==> src/rtl/core/irrgb_pkg.sv <==
// shared types, command codes and helpers for the infrared remote rgb dimmer
package irrgb_pkg;

  // remote command bytes
  localparam logic [7:0] CMD_OFF   = 8'h47;
  localparam logic [7:0] CMD_ON    = 8'h45;
  localparam logic [7:0] CMD_RED   = 8'h44;
  localparam logic [7:0] CMD_GREEN = 8'h40;
  localparam logic [7:0] CMD_BLUE  = 8'h43;
  localparam logic [7:0] CMD_UP    = 8'h4A;
  localparam logic [7:0] CMD_DOWN  = 8'h52;
  localparam logic [7:0] CMD_RESET = 8'h42;

  // brightness limits
  localparam logic [3:0] LEVEL_MAX = 4'd8;
  localparam logic [3:0] LEVEL_ON  = 4'd4;

  // register reset values
  localparam logic [31:0] WINDOW_DEFAULT = 32'd300000;
  localparam logic [7:0]  BASE_R_RESET   = 8'd255;
  localparam logic [7:0]  BASE_G_RESET   = 8'd80;
  localparam logic [7:0]  BASE_B_RESET   = 8'd20;

  // configuration register indexes
  localparam logic REG_RING_PRESENT = 1'b0;
  localparam logic REG_REPEAT_WINDOW = 1'b1;

  localparam int ADDR_W = 3;

  // result status codes
  typedef enum logic [1:0] {
    STATUS_HANDLED    = 2'd0,
    STATUS_DUPLICATE  = 2'd1,
    STATUS_UNASSIGNED = 2'd2,
    STATUS_NO_RING    = 2'd3
  } status_t;

  // input transaction
  typedef struct packed {
    logic [7:0]  command_code;
    logic [62:0] time_us;
  } cmd_t;

  // result transaction
  typedef struct packed {
    status_t    status;
    logic       light_update;
    logic [7:0] red_out;
    logic [7:0] green_out;
    logic [7:0] blue_out;
    logic       prompt_trigger;
  } rsp_t;

  // channel value times level, divided by eight
  function automatic logic [7:0] scale(input logic [7:0] base, input logic [3:0] level);
    logic [11:0] prod;
    prod = {4'd0, base} * {8'd0, level};
    return prod[10:3];
  endfunction

endpackage

==> src/rtl/core/ir_remote_rgb_dimmer_top.sv <==
// infrared remote rgb dimmer: duplicate filter, lamp state and color scaling
//
//  channel  | direction | handshake          | payload
//  cmd      | in        | cmd_valid/cmd_stall | command_code, time_us
//  rsp      | out       | rsp_valid/rsp_stall | status, light_update, colors, prompt_trigger
//  apb      | in/out    | psel/penable/pready | ring_present, repeat_window_us
//
// the command is decoded, the state updated and the result registered at the
// accepting edge; a new command every cycle while cmd_stall is low.
// the result register frees as its result is taken, so cmd_stall only rises
// while a result waits under rsp_stall.
// synchronous reset returns the lamp state, the repeat filter and the registers to their reset values.
module ir_remote_rgb_dimmer_top (
  input  logic                         clk,
  input  logic                         rst,
  input  logic                         cmd_valid,
  output logic                         cmd_stall,
  input  irrgb_pkg::cmd_t              cmd,
  output logic                         rsp_valid,
  input  logic                         rsp_stall,
  output irrgb_pkg::rsp_t              rsp,
  input  logic                         psel,
  input  logic                         penable,
  input  logic                         pwrite,
  input  logic [irrgb_pkg::ADDR_W-1:0] paddr,
  input  logic [31:0]                  pwdata,
  output logic [31:0]                  prdata,
  output logic                         pready
);
  import irrgb_pkg::*;

  // configuration registers
  logic        ring_present;
  logic [31:0] repeat_window_us;

  // command state
  logic [7:0]  last_code, last_code_next;
  logic [62:0] last_time, last_time_next;
  logic        lamp_on, lamp_on_next;
  logic [3:0]  bright_level, bright_level_next;
  logic [7:0]  base_r, base_r_next;
  logic [7:0]  base_g, base_g_next;
  logic [7:0]  base_b, base_b_next;

  logic        accept;
  logic        dup;
  logic        emit;
  logic [62:0] elapsed;
  rsp_t        rsp_next;

  assign pready    = 1'b1;
  assign cmd_stall = rsp_valid & rsp_stall;
  assign accept    = cmd_valid & ~cmd_stall;

  // configuration writes
  always_ff @(posedge clk) begin
    if (rst) begin
      ring_present     <= 1'b1;
      repeat_window_us <= WINDOW_DEFAULT;
    end else if (psel && penable && pwrite && pready) begin
      unique case (paddr[2])
        REG_RING_PRESENT:  ring_present     <= pwdata[0];
        REG_REPEAT_WINDOW: repeat_window_us <= pwdata;
        default: ;
      endcase
    end
  end

  // configuration reads
  always_comb begin
    unique case (paddr[2])
      REG_RING_PRESENT:  prdata = {31'd0, ring_present};
      REG_REPEAT_WINDOW: prdata = repeat_window_us;
      default:           prdata = 32'd0;
    endcase
  end

  // repeat filter
  assign elapsed = cmd.time_us - last_time;
  assign dup = (cmd.command_code == last_code) &&
               ((cmd.time_us < last_time) || (elapsed < {31'd0, repeat_window_us}));

  // command decode and next state
  always_comb begin
    last_code_next    = last_code;
    last_time_next    = last_time;
    lamp_on_next      = lamp_on;
    bright_level_next = bright_level;
    base_r_next       = base_r;
    base_g_next       = base_g;
    base_b_next       = base_b;
    emit              = 1'b0;
    rsp_next          = '0;
    rsp_next.status   = STATUS_HANDLED;
    if (dup) begin
      rsp_next.status = STATUS_DUPLICATE;
    end else begin
      last_code_next = cmd.command_code;
      last_time_next = cmd.time_us;
      if (!ring_present) begin
        if (cmd.command_code == CMD_RESET) begin
          rsp_next.prompt_trigger = 1'b1;
        end else begin
          rsp_next.status = STATUS_NO_RING;
        end
      end else begin
        unique case (cmd.command_code)
          CMD_OFF: begin
            lamp_on_next = 1'b0;
            emit         = 1'b1;
          end
          CMD_ON: begin
            if (bright_level == 4'd0) bright_level_next = LEVEL_ON;
            lamp_on_next = 1'b1;
            emit         = 1'b1;
          end
          CMD_RED: begin
            base_r_next  = 8'd255;
            base_g_next  = 8'd0;
            base_b_next  = 8'd0;
            lamp_on_next = 1'b1;
            emit         = 1'b1;
          end
          CMD_GREEN: begin
            base_r_next  = 8'd0;
            base_g_next  = 8'd255;
            base_b_next  = 8'd0;
            lamp_on_next = 1'b1;
            emit         = 1'b1;
          end
          CMD_BLUE: begin
            base_r_next  = 8'd0;
            base_g_next  = 8'd0;
            base_b_next  = 8'd255;
            lamp_on_next = 1'b1;
            emit         = 1'b1;
          end
          CMD_UP: begin
            if (bright_level < LEVEL_MAX) bright_level_next = bright_level + 4'd1;
            lamp_on_next = 1'b1;
            emit         = 1'b1;
          end
          CMD_DOWN: begin
            if (bright_level != 4'd0) bright_level_next = bright_level - 4'd1;
            if (bright_level <= 4'd1) lamp_on_next = 1'b0;
            emit = 1'b1;
          end
          CMD_RESET: begin
            rsp_next.prompt_trigger = 1'b1;
          end
          default: begin
            rsp_next.status = STATUS_UNASSIGNED;
          end
        endcase
      end
    end
    // ring color from the updated state, black when off or at level zero
    rsp_next.light_update = emit;
    if (emit && lamp_on_next && (bright_level_next != 4'd0)) begin
      rsp_next.red_out   = scale(base_r_next, bright_level_next);
      rsp_next.green_out = scale(base_g_next, bright_level_next);
      rsp_next.blue_out  = scale(base_b_next, bright_level_next);
    end
  end

  // state update on each accepted transaction
  always_ff @(posedge clk) begin
    if (rst) begin
      last_code    <= 8'd0;
      last_time    <= 63'd0;
      lamp_on      <= 1'b0;
      bright_level <= LEVEL_ON;
      base_r       <= BASE_R_RESET;
      base_g       <= BASE_G_RESET;
      base_b       <= BASE_B_RESET;
    end else if (accept) begin
      last_code    <= last_code_next;
      last_time    <= last_time_next;
      lamp_on      <= lamp_on_next;
      bright_level <= bright_level_next;
      base_r       <= base_r_next;
      base_g       <= base_g_next;
      base_b       <= base_b_next;
    end
  end

  // result register
  always_ff @(posedge clk) begin
    if (rst) begin
      rsp_valid <= 1'b0;
    end else if (accept) begin
      rsp_valid <= 1'b1;
    end else if (!rsp_stall) begin
      rsp_valid <= 1'b0;
    end
  end

  always_ff @(posedge clk) begin
    if (accept) begin
      rsp <= rsp_next;
    end
  end

endmodule

==> config.mk <==
export PLATFORM = sky130hd
export DESIGN_NAME = ir_remote_rgb_dimmer_top
export DESIGN_NICKNAME = d
export VERILOG_FILES = /design/src/rtl/core/irrgb_pkg.sv /design/src/rtl/core/ir_remote_rgb_dimmer_top.sv
export SDC_FILE = /design/constraint.sdc
export NUM_CORES = 1
export LEC_CHECK = 0
export BUFFER_PORTS_ARGS = -buffer_cell sky130_fd_sc_hd__buf_2
export CORE_MARGIN = 1.5
export CORE_UTILIZATION = 34
export DETAILED_ROUTE_END_ITERATION = 10
export SETUP_SLACK_MARGIN = 0.5
export SYNTH_ARGS = -nofsm -noshare
export SYNTH_HDL_FRONTEND = slang
export SYNTH_SLANG_ARGS = --single-unit
==> constraint.sdc <==
create_clock -name clk -period 11.8 [get_ports clk]
set_input_delay 2.36 -clock clk [delete_from_list [all_inputs] [get_ports clk]]
set_output_delay 2.36 -clock clk [all_outputs]
set_load 0.05 [all_outputs]
# [Word-level counts from Yosys, hierarchy flattened]
# Index checks and enable logic that the tools add are counted.
[word_totals] ff_bits=162 inputBits=113 out_inout_bits=63 wordCells=88
[classes] addsub=3 multipliers=3 order_cmp=4 eq_ne=10 muxes=29 n_bitwise=5 reduce_logical=18
[op_table] operator="$eq A8 B7 Y1 const B" n=8
[op_table] operator="$pmux W32 S2" n=1
[op_table] operator="$lt A63 B32 Y1" n=1
[op_table] operator="$lt A63 B63 Y1" n=1
[op_table] operator="$sub A63 B63 Y63" n=1
[op_table] operator="$mux W8" n=6
[op_table] operator="$pmux W8 S2" n=3
[op_table] operator="$mul A8 B4 Y11" n=3
[op_table] operator="$mux W4" n=5
[op_table] operator="$pmux W4 S3" n=1
[op_table] operator="$mux W1" n=9
[op_table] operator="$eq A8 B8 Y1" n=1
[op_table] operator="$reduce_bool A4 Y1" n=2
[op_table] operator="$reduce_or A8 Y1" n=1
[op_table] operator="$reduce_or A7 Y1" n=1
[op_table] operator="$mux W2" n=3
[op_table] operator="$reduce_and A2 Y1" n=3
[op_table] operator="$reduce_or A2 Y1" n=3
[op_table] operator="$logic_and A1 B1 Y1" n=5
[op_table] operator="$reduce_or A5 Y1" n=1
[op_table] operator="$add A4 B1 Y4 const B" n=1
[op_table] operator="$le A4 B1 Y1 const B" n=1
[op_table] operator="$logic_not A4 Y1" n=1
[op_table] operator="$lt A4 B4 Y1 const B" n=1
[op_table] operator="6 further kinds" n=9

# [Longest topological paths before layout]
[logic_depth] depth_word=7 ltp_mapped=41

# [Least setup slack after synthesis]
# OpenSTA, ideal clock, no wires.
[synth_path] kind="input to register" startpoint="input port cmd[20] (netlist bit)" endpoint="register rsp[24] (netlist bit), data pin" setup_time_ps=257 t_arrival_ps=10039 t_required_ps=11543 setup_slack_ps=1504 cell_stages=37 path_buffers=3 cell_sequence="ha_1 > clkbuf_1 > nand4_1 > or3_1 > o21ai_0 > a31oi_1 > xnor2_1 > ha_1 > a31oi_1 > o21ai_1 > a21oi_1 > o2111ai_1 > or4_1 > or4_1 > nor4_1 > nand4_1 > and4b_1 > buf_6 > nor2_1 > a22oi_1 > clkbuf_1 > nor2_1 > fa_1 > inv_1 > fa_1 > inv_1 > ha_1 > nor2b_1 > o21ai_0 > nand2b_1 > a21o_1 > a21o_1 > a21o_1 > a21oi_1 > xnor2_1 > xnor2_1 > nor2_1"
[synth_via] elab_chain_cells=7
[synth_rtl] item="start: declaration" line="ir_remote_rgb_dimmer_top.sv:18" text="input irrgb_pkg::cmd_t cmd,"
[synth_rtl] item="$sub A63 B63 Y63" line="ir_remote_rgb_dimmer_top.sv:79" text="assign elapsed = cmd.time_us - last_time;"
[synth_rtl] item="$lt A63 B32 Y1" line="ir_remote_rgb_dimmer_top.sv:81" text="((cmd.time_us < last_time) || (elapsed < {31'd0, repeat_window_us}));"
[synth_rtl] item="$logic_or A1 B1 Y1 *" line="ir_remote_rgb_dimmer_top.sv:81"
[synth_rtl] item="$logic_and A1 B1 Y1 *" line="ir_remote_rgb_dimmer_top.sv:80" text="assign dup = (cmd.command_code == last_code) &&"
[synth_rtl] item="parallel branches: the longest is 3 deep, another holds $mul A8 B4 Y11"
[synth_rtl] item="end signal: assignment" line="ir_remote_rgb_dimmer_top.sv:200" text="rsp <= rsp_next;"
[synth_rtl] item="end: declaration" line="ir_remote_rgb_dimmer_top.sv:21" text="output irrgb_pkg::rsp_t rsp,"
# Every way passes the cells marked *.
# A chain may end at the register's enable or synchronous reset.

# [Worst setup path after layout]
[layout_path] startpoint="input port cmd[0] (netlist bit)" endpoint="register rsp[16] (netlist bit), data pin"
# Same word-level chain as after synthesis.

==> results.txt <==
----------------------------------------------------
[Worst hold path]
  Startpoint of the tightest hold check path ... last_time[46]$_SDFFE_PP0P_
  Hold/Removal Path Class ... flip-flop to flip-flop
  Worst hold path endpoint ... last_time[46]$_SDFFE_PP0P_
  Cell count of the worst hold path ... 2

[Floorplanning]
  Initial core utilization ... 34.5%
  Std-Cell Rows ... 75
  Core Footprint ... 42000 um^2
  Area of the die ... 43900 um^2
  Boundary pin count ... 176
  Overall die height ... 209 um
  Die span in x ... 209 um

[Drt]
  DRC errors left ... 0
  First-pass DRT Iterations ... 5
  Via density per instance ... 5.27
  WL/cell ... 16.0 um
  First-iteration detailed-routing DRC count ... 951
  Total vias in the final route ... 13914
  Wire length after detailed routing ... 42200 um
  Antenna Violating Nets Remaining ... 0

[Logic synthesis]
  Synthesized netlist net count ... 2259
  Count of state elements after synthesis ... 162
  Post-Syn Area per Cell ... 7.34 um^2
  Number of distinct library cell variants in the gate-level netlist after synthesis ... 86
  Largest cells by area after synthesis ... dfxtp_1 (19%), ha_1 (12%), a21oi_1 (8.4%), nand2_1 (7.8%), edfxtp_1 (5.8%)
  Sequential cell area fraction in the yosys report ... 24.3%
  Post-synth EDFFs ... 28
  Synth async-reset ratio ... 0%
  Cell Area, Synth ... 14500 um^2
  Area leader, netlist ... dfxtp_1
  Synth top area share ... 18.5%
  Number of instances in the synthesized netlist ... 1974
  Warning count from the yosys run ... 0
  Most instantiated flip-flop cell in the synthesis netlist ... dfxtp_1

[STA]
  Share of the clock period used by the worst path ... 91.8%
  Min Clock Period, post-route ... 10.83 ns
  Actual transition at the worst max-transition pin ... 1.20 ns
  Unrepaired setup endpoints after global routing ... false
  Final-layout setup total negative slack ... 0 ns
  Final number of max-transition violations ... 0
  Maximum clock frequency ... 0.0923 GHz
  Hold Fails Final Rpt ... 0
  Slew Limit Headroom ... 19.7%
  Final count of negative-setup-slack endpoints ... 0
  Worst Skew ... 0.0139 ns

[Critical path]
  R2R Setup Slk ... 2.65 ns
  FF-to-FF path depth ... 37
  Kind of critical path ... primary input to flip-flop
  Worst R2R Start ... last_time[0]$_SDFFE_PP0P_
  Crit path top cell by count ... inv_1
  Worst setup EP type ... flip-flop
  Worst flop-to-flop path endpoint ... rsp[16]$_SDFFCE_PN0P_
  Required time at the endpoint of the critical path ... 11.99 ns
  Crit-path max cell delay ... 0.59 ns
  Data arrival time of the critical path ... 11.02 ns
  Startpoint Class ... primary input
  Highest-delay cell along the critical path ... a211oi_1
  Biggest fanout along the worst timing path ... 18

[Clock network]
  CTS tree ... done
  CTS root buffer ... clkbuf_16
  CTS buffer count ... 17
  Gates resized, CTS repair ... 0
  Clock latency at the later pin of the worst-skew pair ... 0.48 ns
  CTS max path bufs ... 2
  Clock transition at path regs ... 0.07 ns
  Number of levels the H-tree was split into ... 4
  Number of sinks handled by clock tree synthesis ... 162
  Setup bufs post-CTS ... 0
  Post-cts hold buffer count ... 0

[Layout]
  Filler cells ... 4439
  Nets ... 2370
  Proportion of layout cells with a drive suffix above 1 ... 14.7%
  Layout-stage area growth over the synthesis result ... 13.0%

[GRT]
  Largest net degree at the start of global routing ... 81
  GR Util All Layers ... 19.4%
  Number of antenna violations at the first check in global routing ... 7
  Wire length of the first global-routing pass ... 67700 um
  Grt total ovfl ... 0
  Via count of the first global-routing pass ... 13138

[Power and ir drop]
  Leakage power total ... 6.87 nW
  Worst supply voltage drop on vdd ... 105 uV
  Pwr Total ... 0.00179 W
  Power density of the placed cells ... 109 nW/um^2

[Run status]
  Status ... finished clean

[Job]
  Number of max-capacitance violations reported ... 0

[Place]
  RePlAce Congestion ... 0.964
  Post-detail-place hpwl ... 33200 um
  IO Port Bufs ... 172

----------------------------------------------------
## stage by stage
step	instance area, um^2	utilization [%]	setup WS, ns	hold WS, ns	cells
2_1_floorplan	14500	-	1.50	0.436	1974
3_3_place_gp	15800	37.5	0.366	0.441	2605
3_5_place_dp	15800	37.5	0.263	0.447	2605
4_1_cts	16400	38.9	0.800	0.457	2637
5_1_grt	16400	39.0	0.534	0.473	2639
6_report	16400	39.0	0.971	0.454	2641
## area by class of cell
class                   count  area, um^2  share of cell area (%)
clock inverters            13         145                   0.886
well taps                 539         674                    4.12
clock buffers              19         443                    2.70
multi-input cells        1517        9800                    59.8
repair buffers            203        1100                    6.69
diodes                      4        10.0                  0.0611
flip-flops and latches    162        3520                    21.5
inverters                 184         691                    4.22
## worst max path at each step
| stage | start | to | slack, ns | depth (start not counted) |
|---|---|---|---|---|
| 4_1_cts | cmd[1] | rsp[16]$_SDFFCE_PN0P_ | 0.80 | 38 |
| 2_1_floorplan | cmd[20] | rsp[24]$_SDFFCE_PN0P_ | 1.50 | 37 |
| 3_5_place_dp | cmd[1] | rsp[16]$_SDFFCE_PN0P_ | 0.26 | 39 |
| 5_1_grt | cmd[12] | rsp[16]$_SDFFCE_PN0P_ | 0.53 | 39 |
| 6_report | cmd[0] | rsp[16]$_SDFFCE_PN0P_ | 0.97 | 39 |
| 3_3_place_gp | cmd[1] | rsp[16]$_SDFFCE_PN0P_ | 0.37 | 38 |
## logic make-up after synthesis
kind of cell             share of synthesized area [%]
multiplexers                                     0.742
XOR/XNOR                                          4.17
adder cells (fa/ha/maj)                           16.8
flip-flops                                        24.3
AND/OR/NAND/NOR                                   23.9
other                                           0.0259
buffers and inverters                             8.20
AO/OA/AOI/OAI                                     21.9
## flip-flops by register name, summed over array words and instances (netlist names)
register	cells
base_b	8
base_g	8
base_r	8
bright_level	4
lamp_on	1
last_code	8
last_time	63
repeat_window_us	32
ring_present	1
rsp	28
rsp_valid	1
## synthesized netlist by cell type (9+ instances only)
cell type / n
nand2_1: 303
a21oi_1: 244
nor2_1: 195
inv_1: 183
ha_1: 135
dfxtp_1: 134
clkbuf_1: 90
o21ai_0: 69
nand4_1: 46
or2_2: 42
xnor2_1: 38
fa_1: 37
and2_1: 31
xor2_1: 31
nand3_1: 29
edfxtp_1: 28
nor3_1: 28
a21o_1: 25
a211oi_1: 23
nor2b_1: 15
o21a_1: 15
a31oi_1: 13
o21ai_1: 13
a211o_1: 12
nor4_1: 12
or3_1: 12
buf_6: 9
## placed cells by master (no fill, tap or decap), types with 17 or more instances in the layout
cell and n:
ha_1 135, nand2_1 303, nor3_1 28, edfxtp_1 28, and2_1 31, nor2_1 194
buf_2 171, o21ai_0 68, nand3_1 29, a21o_1 25, or2_2 42, xor2_1 31
clkbuf_16 17, a21oi_1 244, nand4_1 46, buf_4 32, a211oi_1 23, dfxtp_1 134
xnor2_1 38, inv_1 183, fa_1 37
## where the power goes
group | switching, W | internal (W) | leakage, nW
clock | 0.000268 | 0.000304 | 0.287
sequential | 0.0000127 | 0.000587 | 1.38
combinational | 0.000384 | 0.000231 | 5.20
total | 0.000665 | 0.00112 | 6.87
## critical path: cells and delay by family
family / cells / cell delay, ns
AOI/OAI and AO/OA: 11 / 2.75
xor gates and xnor gates: 3 / 0.55
adders and majority gates: 6 / 2.30
buffers and inverters: 7 / 0.64
and+or+nand+nor: 12 / 2.42
## routing by layer
| layer | vias up | track usage, % | share of wire, % |
|---|---|---|---|
| li1 | 7026 | - | - |
| met1 | 6553 | 24.2 | 45 |
| met2 | 268 | 33.0 | 48 |
| met3 | 63 | 4.07 | 4.4 |
| met4 | 4 | 7.27 | 2.6 |
| met5 | - | 0 | 0.059 |
No activity file was read; power rests on OpenSTA's default activity.
